$ cat src/sv/assert_macros.svh
`ifndef ASSERT_MACROS_SVH
`define ASSERT_MACROS_SVH

// same-cycle implication, checked outside reset
`define SM4_ASSERT_NOW(label, ante, cons, msg) \
  label: assert property (@(posedge clk) disable iff (!rst_n) (ante) |-> (cons)) \
    else $error(msg);

// next-cycle implication, checked outside reset
`define SM4_ASSERT_NEXT(label, ante, cons, msg) \
  label: assert property (@(posedge clk) disable iff (!rst_n) (ante) |=> (cons)) \
    else $error(msg);

`endif

$ cat src/sv/sm4_pkg.sv
`default_nettype none

package sm4_pkg;

  localparam int ROUND_COUNT = 32;
  localparam int WORD_W      = 32;
  localparam int CFG_IDX_W   = 3;

  typedef logic [WORD_W-1:0] word_t;

  typedef enum logic [1:0] {
    ST_IDLE,
    ST_EXPAND,
    ST_RUN
  } sm4_state_t;

  localparam logic [CFG_IDX_W-1:0] CFG_KEY_WORD0   = 3'd0;
  localparam logic [CFG_IDX_W-1:0] CFG_KEY_WORD1   = 3'd1;
  localparam logic [CFG_IDX_W-1:0] CFG_KEY_WORD2   = 3'd2;
  localparam logic [CFG_IDX_W-1:0] CFG_KEY_WORD3   = 3'd3;
  localparam logic [CFG_IDX_W-1:0] CFG_CIPHER_MODE = 3'd4;

  localparam word_t FK_TAB [4] = '{
    32'ha3b1bac6, 32'h56aa3350, 32'h677d9197, 32'hb27022dc
  };

  localparam word_t CK_TAB [32] = '{
    32'h00070e15, 32'h1c232a31, 32'h383f464d, 32'h545b6269,
    32'h70777e85, 32'h8c939aa1, 32'ha8afb6bd, 32'hc4cbd2d9,
    32'he0e7eef5, 32'hfc030a11, 32'h181f262d, 32'h343b4249,
    32'h50575e65, 32'h6c737a81, 32'h888f969d, 32'ha4abb2b9,
    32'hc0c7ced5, 32'hdce3eaf1, 32'hf8ff060d, 32'h141b2229,
    32'h30373e45, 32'h4c535a61, 32'h686f767d, 32'h848b9299,
    32'ha0a7aeb5, 32'hbcc3cad1, 32'hd8dfe6ed, 32'hf4fb0209,
    32'h10171e25, 32'h2c333a41, 32'h484f565d, 32'h646b7279
  };

  localparam logic [7:0] SBOX_TAB [256] = '{
    8'hd6,8'h90,8'he9,8'hfe,8'hcc,8'he1,8'h3d,8'hb7,8'h16,8'hb6,8'h14,8'hc2,8'h28,8'hfb,8'h2c,8'h05,
    8'h2b,8'h67,8'h9a,8'h76,8'h2a,8'hbe,8'h04,8'hc3,8'haa,8'h44,8'h13,8'h26,8'h49,8'h86,8'h06,8'h99,
    8'h9c,8'h42,8'h50,8'hf4,8'h91,8'hef,8'h98,8'h7a,8'h33,8'h54,8'h0b,8'h43,8'hed,8'hcf,8'hac,8'h62,
    8'he4,8'hb3,8'h1c,8'ha9,8'hc9,8'h08,8'he8,8'h95,8'h80,8'hdf,8'h94,8'hfa,8'h75,8'h8f,8'h3f,8'ha6,
    8'h47,8'h07,8'ha7,8'hfc,8'hf3,8'h73,8'h17,8'hba,8'h83,8'h59,8'h3c,8'h19,8'he6,8'h85,8'h4f,8'ha8,
    8'h68,8'h6b,8'h81,8'hb2,8'h71,8'h64,8'hda,8'h8b,8'hf8,8'heb,8'h0f,8'h4b,8'h70,8'h56,8'h9d,8'h35,
    8'h1e,8'h24,8'h0e,8'h5e,8'h63,8'h58,8'hd1,8'ha2,8'h25,8'h22,8'h7c,8'h3b,8'h01,8'h21,8'h78,8'h87,
    8'hd4,8'h00,8'h46,8'h57,8'h9f,8'hd3,8'h27,8'h52,8'h4c,8'h36,8'h02,8'he7,8'ha0,8'hc4,8'hc8,8'h9e,
    8'hea,8'hbf,8'h8a,8'hd2,8'h40,8'hc7,8'h38,8'hb5,8'ha3,8'hf7,8'hf2,8'hce,8'hf9,8'h61,8'h15,8'ha1,
    8'he0,8'hae,8'h5d,8'ha4,8'h9b,8'h34,8'h1a,8'h55,8'had,8'h93,8'h32,8'h30,8'hf5,8'h8c,8'hb1,8'he3,
    8'h1d,8'hf6,8'he2,8'h2e,8'h82,8'h66,8'hca,8'h60,8'hc0,8'h29,8'h23,8'hab,8'h0d,8'h53,8'h4e,8'h6f,
    8'hd5,8'hdb,8'h37,8'h45,8'hde,8'hfd,8'h8e,8'h2f,8'h03,8'hff,8'h6a,8'h72,8'h6d,8'h6c,8'h5b,8'h51,
    8'h8d,8'h1b,8'haf,8'h92,8'hbb,8'hdd,8'hbc,8'h7f,8'h11,8'hd9,8'h5c,8'h41,8'h1f,8'h10,8'h5a,8'hd8,
    8'h0a,8'hc1,8'h31,8'h88,8'ha5,8'hcd,8'h7b,8'hbd,8'h2d,8'h74,8'hd0,8'h12,8'hb8,8'he5,8'hb4,8'hb0,
    8'h89,8'h69,8'h97,8'h4a,8'h0c,8'h96,8'h77,8'h7e,8'h65,8'hb9,8'hf1,8'h09,8'hc5,8'h6e,8'hc6,8'h84,
    8'h18,8'hf0,8'h7d,8'hec,8'h3a,8'hdc,8'h4d,8'h20,8'h79,8'hee,8'h5f,8'h3e,8'hd7,8'hcb,8'h39,8'h48
  };

  function automatic word_t tau(input word_t v);
    return {SBOX_TAB[v[31:24]], SBOX_TAB[v[23:16]], SBOX_TAB[v[15:8]], SBOX_TAB[v[7:0]]};
  endfunction

  function automatic word_t rotl(input word_t v, input int n);
    return (v << n) | (v >> (WORD_W - n));
  endfunction

endpackage

`default_nettype wire

$ cat src/sv/sm4_ifs.sv
`default_nettype none

interface sm4_in_if;
  logic                valid;
  logic                ready;
  sm4_pkg::word_t      in_word0;
  sm4_pkg::word_t      in_word1;
  sm4_pkg::word_t      in_word2;
  sm4_pkg::word_t      in_word3;
  modport source (output valid, in_word0, in_word1, in_word2, in_word3, input ready);
  modport sink   (input valid, in_word0, in_word1, in_word2, in_word3, output ready);
endinterface

interface sm4_out_if;
  logic                valid;
  logic                ready;
  sm4_pkg::word_t      out_word0;
  sm4_pkg::word_t      out_word1;
  sm4_pkg::word_t      out_word2;
  sm4_pkg::word_t      out_word3;
  modport source (output valid, out_word0, out_word1, out_word2, out_word3, input ready);
  modport sink   (input valid, out_word0, out_word1, out_word2, out_word3, output ready);
endinterface

interface sm4_cfg_if;
  logic                               valid;
  logic                               ready;
  logic [sm4_pkg::CFG_IDX_W-1:0]      cfg_index;
  sm4_pkg::word_t                     cfg_data;
  modport source (output valid, cfg_index, cfg_data, input ready);
  modport sink   (input valid, cfg_index, cfg_data, output ready);
endinterface

`default_nettype wire

$ cat src/sv/sm4_block_cipher_core.sv
`default_nettype none

// SM4 block cipher, ECB, one 128-bit block per beat as four 32-bit words. A block
// runs ROUND_COUNT (32) rounds, one per cycle, in a single shared round unit; the
// last round waits while the output register is still full, then the result is held
// there, and a new block may be accepted while that result waits. After reset and
// after every key word write the 32 round keys are re-expanded through the same
// round unit after a key load, taking no block meanwhile. cipher_mode 0 encrypts,
// 1 decrypts (round keys used in reverse order). Config writes are always accepted
// and belong to idle periods only; the user, not the core, must ensure it.
module sm4_block_cipher_core #(
  parameter int ROUND_COUNT = sm4_pkg::ROUND_COUNT
) (
  input  logic      clk,
  input  logic      rst_n,
  sm4_in_if.sink    in_if,
  sm4_out_if.source out_if,
  sm4_cfg_if.sink   cfg_if
);
  import sm4_pkg::*;

  localparam int CNT_W = $clog2(ROUND_COUNT);
  localparam logic [CNT_W-1:0] LAST = CNT_W'(ROUND_COUNT - 1);

  sm4_state_t       state_r, state_nxt;
  logic [CNT_W-1:0] cnt_r, cnt_nxt;
  logic             stale_r, stale_nxt;
  logic             mode_r, mode_nxt;
  word_t            key_r [4];
  word_t            key_nxt [4];
  word_t            w_r [4];
  word_t            w_nxt [4];
  word_t            out_w_r [4];
  word_t            out_w_nxt [4];
  logic             out_valid_r, out_valid_nxt;

  logic             in_acc;
  logic             cfg_acc;
  logic             key_we;
  logic             mode_we;
  logic [1:0]       key_sel;

  logic             ks_we;
  logic [CNT_W-1:0] rk_idx;
  word_t            rk;
  word_t            unit_k;
  word_t            unit_y;
  logic             is_expand;

  assign cfg_if.ready = 1'b1;
  assign cfg_acc      = cfg_if.valid & cfg_if.ready;
  assign in_if.ready  = (state_r == ST_IDLE) & ~stale_r;
  assign in_acc       = in_if.valid & in_if.ready;

  // register decode
  always_comb begin
    key_we  = 1'b0;
    mode_we = 1'b0;
    key_sel = 2'd0;
    unique case (cfg_if.cfg_index)
      CFG_KEY_WORD0: begin
        key_we  = cfg_acc;
        key_sel = 2'd0;
      end
      CFG_KEY_WORD1: begin
        key_we  = cfg_acc;
        key_sel = 2'd1;
      end
      CFG_KEY_WORD2: begin
        key_we  = cfg_acc;
        key_sel = 2'd2;
      end
      CFG_KEY_WORD3: begin
        key_we  = cfg_acc;
        key_sel = 2'd3;
      end
      CFG_CIPHER_MODE: mode_we = cfg_acc;
      default: ;
    endcase
  end

  assign is_expand = (state_r == ST_EXPAND);
  // round key is read through the registered key store from the next round count, so it is ready when that round runs
  assign rk_idx    = mode_r ? (LAST - cnt_nxt) : cnt_nxt;
  assign unit_k    = is_expand ? CK_TAB[cnt_r] : rk;

  sm4_key_store #(
    .DEPTH (ROUND_COUNT),
    .AW    (CNT_W)
  ) u_key_store (
    .clk   (clk),
    .we    (ks_we),
    .waddr (cnt_r),
    .wdata (unit_y),
    .raddr (rk_idx),
    .rdata (rk)
  );

  sm4_round_unit u_round (
    .a         (w_r[0]),
    .b         (w_r[1]),
    .c         (w_r[2]),
    .d         (w_r[3]),
    .k         (unit_k),
    .key_sched (is_expand),
    .y         (unit_y)
  );

  always_ff @(posedge clk) begin
    if (!rst_n) begin
      state_r     <= ST_IDLE;
      cnt_r       <= '0;
      stale_r     <= 1'b1;
      mode_r      <= 1'b0;
      out_valid_r <= 1'b0;
      for (int i = 0; i < 4; i++) begin
        key_r[i] <= '0;
      end
    end else begin
      state_r     <= state_nxt;
      cnt_r       <= cnt_nxt;
      stale_r     <= stale_nxt;
      mode_r      <= mode_nxt;
      out_valid_r <= out_valid_nxt;
      for (int i = 0; i < 4; i++) begin
        key_r[i] <= key_nxt[i];
      end
    end
  end

  always_ff @(posedge clk) begin
    for (int i = 0; i < 4; i++) begin
      w_r[i]     <= w_nxt[i];
      out_w_r[i] <= out_w_nxt[i];
    end
  end

  always_comb begin
    state_nxt     = state_r;
    cnt_nxt       = cnt_r;
    stale_nxt     = stale_r;
    mode_nxt      = mode_r;
    out_valid_nxt = out_valid_r;
    ks_we         = 1'b0;
    for (int i = 0; i < 4; i++) begin
      key_nxt[i]   = key_r[i];
      w_nxt[i]     = w_r[i];
      out_w_nxt[i] = out_w_r[i];
    end

    if (out_valid_r && out_if.ready) begin
      out_valid_nxt = 1'b0;
    end

    unique case (state_r)
      ST_IDLE: begin
        if (stale_r) begin
          for (int i = 0; i < 4; i++) begin
            w_nxt[i] = key_r[i] ^ FK_TAB[i];
          end
          cnt_nxt   = '0;
          stale_nxt = 1'b0;
          state_nxt = ST_EXPAND;
        end else if (in_acc) begin
          w_nxt[0]  = in_if.in_word0;
          w_nxt[1]  = in_if.in_word1;
          w_nxt[2]  = in_if.in_word2;
          w_nxt[3]  = in_if.in_word3;
          cnt_nxt   = '0;
          state_nxt = ST_RUN;
        end
      end
      ST_EXPAND: begin
        ks_we    = 1'b1;
        w_nxt[0] = w_r[1];
        w_nxt[1] = w_r[2];
        w_nxt[2] = w_r[3];
        w_nxt[3] = unit_y;
        cnt_nxt  = cnt_r + 1'b1;
        if (cnt_r == LAST) begin
          state_nxt = ST_IDLE;
        end
      end
      ST_RUN: begin
        if (cnt_r != LAST) begin
          w_nxt[0] = w_r[1];
          w_nxt[1] = w_r[2];
          w_nxt[2] = w_r[3];
          w_nxt[3] = unit_y;
          cnt_nxt  = cnt_r + 1'b1;
        end else if (!out_valid_r || out_if.ready) begin
          // final round lands straight in the output register, words reversed
          out_w_nxt[0]  = unit_y;
          out_w_nxt[1]  = w_r[3];
          out_w_nxt[2]  = w_r[2];
          out_w_nxt[3]  = w_r[1];
          out_valid_nxt = 1'b1;
          state_nxt     = ST_IDLE;
        end
      end
      default: state_nxt = ST_IDLE;
    endcase

    // a key write restarts expansion from the new key, after any block in progress finishes
    if (key_we) begin
      key_nxt[key_sel] = cfg_if.cfg_data;
      stale_nxt        = 1'b1;
      if (state_r != ST_RUN) begin
        state_nxt = ST_IDLE;
      end
    end
    if (mode_we) begin
      mode_nxt = cfg_if.cfg_data[0];
    end
  end

  assign out_if.valid     = out_valid_r;
  assign out_if.out_word0 = out_w_r[0];
  assign out_if.out_word1 = out_w_r[1];
  assign out_if.out_word2 = out_w_r[2];
  assign out_if.out_word3 = out_w_r[3];

  `include "assert_macros.svh"

  `SM4_ASSERT_NEXT(a_start_run, in_acc, (state_r == ST_RUN) && (cnt_r == '0), "block did not start at round zero")
  `SM4_ASSERT_NEXT(a_key_blocks_in, key_we, !in_if.ready, "block accepted on stale round keys")
  `SM4_ASSERT_NEXT(a_expand_done, is_expand && (cnt_r == LAST) && !key_we, (state_r == ST_IDLE) && !stale_r, "expansion did not finish cleanly")
  `SM4_ASSERT_NEXT(a_run_done, (state_r == ST_RUN) && (cnt_r == LAST) && (!out_valid_r || out_if.ready), out_valid_r && (state_r == ST_IDLE), "finished block not presented")

endmodule

`default_nettype wire

$ cat src/sv/sm4_round_unit.sv
`default_nettype none

// shared round unit: a ^ L(tau(b ^ c ^ d ^ k)), L picked by key_sched
module sm4_round_unit (
  input  sm4_pkg::word_t a,
  input  sm4_pkg::word_t b,
  input  sm4_pkg::word_t c,
  input  sm4_pkg::word_t d,
  input  sm4_pkg::word_t k,
  input  logic           key_sched,
  output sm4_pkg::word_t y
);
  import sm4_pkg::*;

  word_t t;
  word_t lin;

  always_comb begin
    t = tau(b ^ c ^ d ^ k);
    if (key_sched) begin
      lin = t ^ rotl(t, 13) ^ rotl(t, 23);
    end else begin
      lin = t ^ rotl(t, 2) ^ rotl(t, 10) ^ rotl(t, 18) ^ rotl(t, 24);
    end
    y = a ^ lin;
  end

endmodule

`default_nettype wire

$ cat src/sv/sm4_key_store.sv
`default_nettype none

module sm4_key_store #(
  parameter int DEPTH = sm4_pkg::ROUND_COUNT,
  parameter int AW    = $clog2(DEPTH)
) (
  input  logic           clk,
  input  logic           we,
  input  logic [AW-1:0]  waddr,
  input  sm4_pkg::word_t wdata,
  input  logic [AW-1:0]  raddr,
  output sm4_pkg::word_t rdata
);
  import sm4_pkg::*;

  word_t rk_r [DEPTH];
  word_t rdata_r;

  // registered read, data for raddr shows up the next cycle
  always_ff @(posedge clk) begin
    if (we) begin
      rk_r[waddr] <= wdata;
    end
    rdata_r <= rk_r[raddr];
  end

  assign rdata = rdata_r;

endmodule

`default_nettype wire
$ cat src/flat_wrapper.sv
// flat-port wrapper written by rule: the top's interface ports become plain ports
module sm4_block_cipher_core_flat import sm4_pkg::*;
#(
  parameter int ROUND_COUNT = sm4_pkg::ROUND_COUNT
)
  (clk, rst_n, in_if_valid, in_if_in_word0, in_if_in_word1, in_if_in_word2, in_if_in_word3, in_if_ready, out_if_valid, out_if_out_word0, out_if_out_word1, out_if_out_word2, out_if_out_word3, out_if_ready, cfg_if_valid, cfg_if_cfg_index, cfg_if_cfg_data, cfg_if_ready);
  sm4_in_if in_if_i ();
  sm4_out_if out_if_i ();
  sm4_cfg_if cfg_if_i ();
  input  logic clk;
  input  logic rst_n;
  input wire logic [$bits(in_if_i.valid)-1:0] in_if_valid;
  input wire logic [$bits(in_if_i.in_word0)-1:0] in_if_in_word0;
  input wire logic [$bits(in_if_i.in_word1)-1:0] in_if_in_word1;
  input wire logic [$bits(in_if_i.in_word2)-1:0] in_if_in_word2;
  input wire logic [$bits(in_if_i.in_word3)-1:0] in_if_in_word3;
  output wire logic [$bits(in_if_i.ready)-1:0] in_if_ready;
  output wire logic [$bits(out_if_i.valid)-1:0] out_if_valid;
  output wire logic [$bits(out_if_i.out_word0)-1:0] out_if_out_word0;
  output wire logic [$bits(out_if_i.out_word1)-1:0] out_if_out_word1;
  output wire logic [$bits(out_if_i.out_word2)-1:0] out_if_out_word2;
  output wire logic [$bits(out_if_i.out_word3)-1:0] out_if_out_word3;
  input wire logic [$bits(out_if_i.ready)-1:0] out_if_ready;
  input wire logic [$bits(cfg_if_i.valid)-1:0] cfg_if_valid;
  input wire logic [$bits(cfg_if_i.cfg_index)-1:0] cfg_if_cfg_index;
  input wire logic [$bits(cfg_if_i.cfg_data)-1:0] cfg_if_cfg_data;
  output wire logic [$bits(cfg_if_i.ready)-1:0] cfg_if_ready;
  assign in_if_i.valid = in_if_valid;
  assign in_if_i.in_word0 = in_if_in_word0;
  assign in_if_i.in_word1 = in_if_in_word1;
  assign in_if_i.in_word2 = in_if_in_word2;
  assign in_if_i.in_word3 = in_if_in_word3;
  assign in_if_ready = in_if_i.ready;
  assign out_if_valid = out_if_i.valid;
  assign out_if_out_word0 = out_if_i.out_word0;
  assign out_if_out_word1 = out_if_i.out_word1;
  assign out_if_out_word2 = out_if_i.out_word2;
  assign out_if_out_word3 = out_if_i.out_word3;
  assign out_if_i.ready = out_if_ready;
  assign cfg_if_i.valid = cfg_if_valid;
  assign cfg_if_i.cfg_index = cfg_if_cfg_index;
  assign cfg_if_i.cfg_data = cfg_if_cfg_data;
  assign cfg_if_ready = cfg_if_i.ready;
  sm4_block_cipher_core #(.ROUND_COUNT(ROUND_COUNT)) u_core (.clk(clk), .rst_n(rst_n), .in_if(in_if_i), .out_if(out_if_i), .cfg_if(cfg_if_i));
endmodule
$ cat config.mk
export PLATFORM = sky130hd
export DESIGN_NAME = sm4_block_cipher_core_flat
export DESIGN_NICKNAME = d
export VERILOG_FILES = /design/src/sv/sm4_pkg.sv /design/src/sv/sm4_ifs.sv /design/src/sv/sm4_block_cipher_core.sv /design/src/sv/sm4_round_unit.sv /design/src/sv/sm4_key_store.sv /design/src/flat_wrapper.sv
export VERILOG_INCLUDE_DIRS = /design/src /design/src/sv
export SDC_FILE = /design/constraint.sdc
export NUM_CORES = 2
export LEC_CHECK = 0
export ABC_AREA = 1
export BUFFER_PORTS_ARGS = -buffer_cell sky130_fd_sc_hd__buf_4
export CORE_ASPECT_RATIO = 0.5
export CORE_MARGIN = 5
export CORE_UTILIZATION = 43
export CTS_CLUSTER_SIZE = 24
export DETAILED_ROUTE_END_ITERATION = 10
export PLACE_DENSITY = 0.55
export SETUP_SLACK_MARGIN = 0.5
export SLEW_MARGIN = 20
export SYNTH_ARGS = -nofsm -noshare
export SYNTH_HDL_FRONTEND = slang
export SYNTH_SLANG_ARGS = --single-unit
$ cat constraint.sdc
create_clock -name clk -period 9.49 [get_ports clk]
set_input_delay 0.949 -clock clk [delete_from_list [all_inputs] [get_ports clk]]
set_output_delay 0.949 -clock clk [all_outputs]
set_load 0.005 [all_outputs]
==> impl_metrics.tcl <==
set metrics [dict create \
    maxCapViolCount 0 \
    first_global_vias 60600 \
    netlist.area_leader.share_pct 51.0 \
    path_common_cell "nand2_1" \
    hold_buffers 0 \
    max-clock-path-buffers 3 \
    gp_congestion 1.02 \
    hold_violations 0 \
    crit_start "u_core.state_r[1]$_SDFF_PN0_" \
    cts_resized 0 \
    grt_overflow_total 0 \
    antenna_found_initial 38 \
    slowest_delay_ps 570 \
    initial_core_util_pct 43.3 \
    yosysUniqueCellTypes 51 \
    track_usage_pct 32.1 \
    cpMaxStageDelayCell "buf_4" \
    dr.pass1.iters 8 \
    worst_pin_slew_ps 1200 \
    synth_area_um2 75300 \
    endpoint_kind "register" \
    synth_area_per_cell_um2 8.90 \
    grt_pass1_wl_um 438000 \
    detail_route.wl_per_cell_um 28.2 \
    drive_gt1_share_pct 10.6 \
    critPathMaxFanout 47 \
    layout_common_cells "1958 x nand2_1, 1364 x nand3_1, 1280 x edfxtp_1" \
    grt_max_degree 205 \
    htreeDepth 4 \
    r2r_setup_slack_ps 2970 \
    final_nets 8724 \
    arrival_ps 7050 \
    drcViolationCount 0 \
    yosysTopAreaCell "edfxtp_1" \
    drtIter0Drc 10500 \
    rr_worst_depth 28 \
    fmax_mhz 153 \
    r2r_start "u_core.state_r[1]$_SDFF_PN0_" \
    synth_warnings 0 \
    die_w_um 602 \
    synth_top_family_by_area "simple AND/OR/NAND/NOR gates" \
    place_hpwl_um 196000 \
    clk_pin_slew_ps 70 \
    status "completed" \
    min_delay_path_depth 3 \
    row_count 108 \
    die_h_um 306 \
    cp.required_ps 10020 \
    core-area_um2 174000 \
    synthCells 8458 \
    synthAdderAreaFrac_pct 0.980 \
    cts_setup_buffers 0 \
    final_common_cell "nand2_1" \
    detail-route-antenna-nets 0 \
    synth-simple-area-share_pct 26.1 \
    num_io_pins 299 \
    synth.area.top_cells "edfxtp_1 51%, nand2_1 9.8%, nand3_1 9.1%" \
    utilization_pct 48.2 \
    area_growth_pct 11.3 \
    drt_wl_total_um 309000 \
    cts.sinks 1450 \
    clock_latency_ps 780 \
    setup_viol 0 \
    rsz0062_at_grt "no" \
    r2r_end "u_core.u_key_store.rk_r[22][3]$_DFFE_PP_" \
    dr_total_vias 66900 \
    ys_ff_latch 1450 \
    worstHoldEndpoint "u_core.key_r[1][30]$_SDFFE_PN0P_" \
    vias_per_cell 6.11 \
    cts_buffers 137 \
    critPathLaunchType "register" \
    fin_skew_ps 47.2 \
    synth_mux_area_share_pct 0 \
    fin_setup_tns_ps 0 \
    drv_slew 0 \
    port_buffers 297 \
    cts_tree "done" \
    clock-root-buffer "clkbuf_16" \
    hp-class "primary input to register" \
    fin_crit_ps 6520 \
    slew_headroom_pct 19.9 \
    die_area_um2 184000 \
    fin_crit_sh_pct 68.7 \
    yosysSeqAreaShare_pct 55.6 \
    synth-compound-area-share_pct 11.3 \
    syn_nets 8685 \
    crit_type "register to register" \
    worstHoldStart "cfg_if_cfg_data[30]" \
    synthXorXnorAreaFrac_pct 1.03 \
]
## registers in the layout, summed over array words and instances (netlist names), 2 cells and up
| register | cells |
|---|---|
| u_core.cnt_r | 5 |
| u_core.key_r | 128 |
| u_core.out_w_r | 128 |
| u_core.state_r | 2 |
| u_core.u_key_store.rdata | 32 |
| u_core.u_key_store.rk_r | 1024 |
| u_core.w_r | 128 |
## per-layer routing
metal,vias up,wire length [µm],part of all wire [%],global-route usage (%)
met2,3774,137000,44,49.2
met3,643,29100,9.4,5.19
li1,29800,-,-,-
met5,-,26,0.0084,0
met1,32700,129000,42,45.7
met4,4,13500,4.4,12.9
## Yosys cell counts, drive strengths merged
| cell | number |
|---|---|
| a22oi | 30 |
| ha | 59 |
| o221ai | 197 |
| and2 | 10 |
| a22o | 1 |
| a31oi | 54 |
| dfxtp | 170 |
| clkbuf | 293 |
| nor2 | 1053 |
| a21oi | 132 |
| a32oi | 1 |
| conb | 1 |
| o22ai | 61 |
| nand4 | 18 |
| nand3b | 25 |
| o21bai | 1 |
| buf | 247 |
| a41oi | 1 |
| o21a | 1 |
| or2 | 34 |
| nor3 | 3 |
| edfxtp | 1280 |
| a211oi | 1 |
| inv | 304 |
| o21ai | 825 |
| xnor2 | 33 |
| o211ai | 122 |
| nand3 | 1384 |
| nand2 | 2067 |
| clkinv | 4 |
| xor2 | 45 |
| o2111ai | 1 |
## logic make-up (layout without fill, tap and decap cells)
family | after synthesis | after routing
adder cells (fa/ha/maj) | 59 | 59
AO/OA/AOI/OAI | 1428 | 1428
other | 1 | 26
XOR/XNOR | 78 | 78
buffers and inverters | 848 | 1000
AND/OR/NAND/NOR | 4594 | 4594
flip-flops | 1450 | 1450
## stage by stage
stage	hold WS [ps]	cell area [µm²]	setup WS (ps)	instances
CTS	369	83700	3010	10900
detailed placement	436	79400	3040	10700
global placement	437	79400	3140	10700
global route	403	83800	2630	10900
floorplan	421	75300	2220	8458
finish	428	83800	2970	10900
## critical path, delay by kind of cell (launching register included)
family                   cells  cell delay, ps
AO/OA/AOI/OAI                1             160
adder cells (fa/ha/maj)      2             780
buffers and inverters        8            2290
AND/OR/NAND/NOR             17            2550
flip-flops                   1             350
## how the worst max path moves through the flow
stage | end | slack (ps)
detailed placement | u_core.u_key_store.rk_r[15][26]$_DFFE_PP_ | 3040
global route | u_core.w_r[3][6]$_DFFE_PP_ | 2630
CTS | u_core.u_key_store.rk_r[31][26]$_DFFE_PP_ | 3010
floorplan | u_core.out_w_r[0][0]$_DFFE_PP_ | 2220
global placement | u_core.w_r[3][26]$_DFFE_PP_ | 3140
finish | u_core.u_key_store.rk_r[22][3]$_DFFE_PP_ | 2970
## area by class of cell
type,count,area [µm²]
tap,2310,2890
inverter,308,1190
clock inverter,42,458
fill,16800,90000
sequential,1450,41800
clock buffer,210,3920
antenna,25,62.6
multi-input combinational,6160,30100
timing repair buffer,440,3340
Power is left out: the tool's default activity adds up to more than one toggle a clock period on the data nets, which glitch-free logic cannot reach.
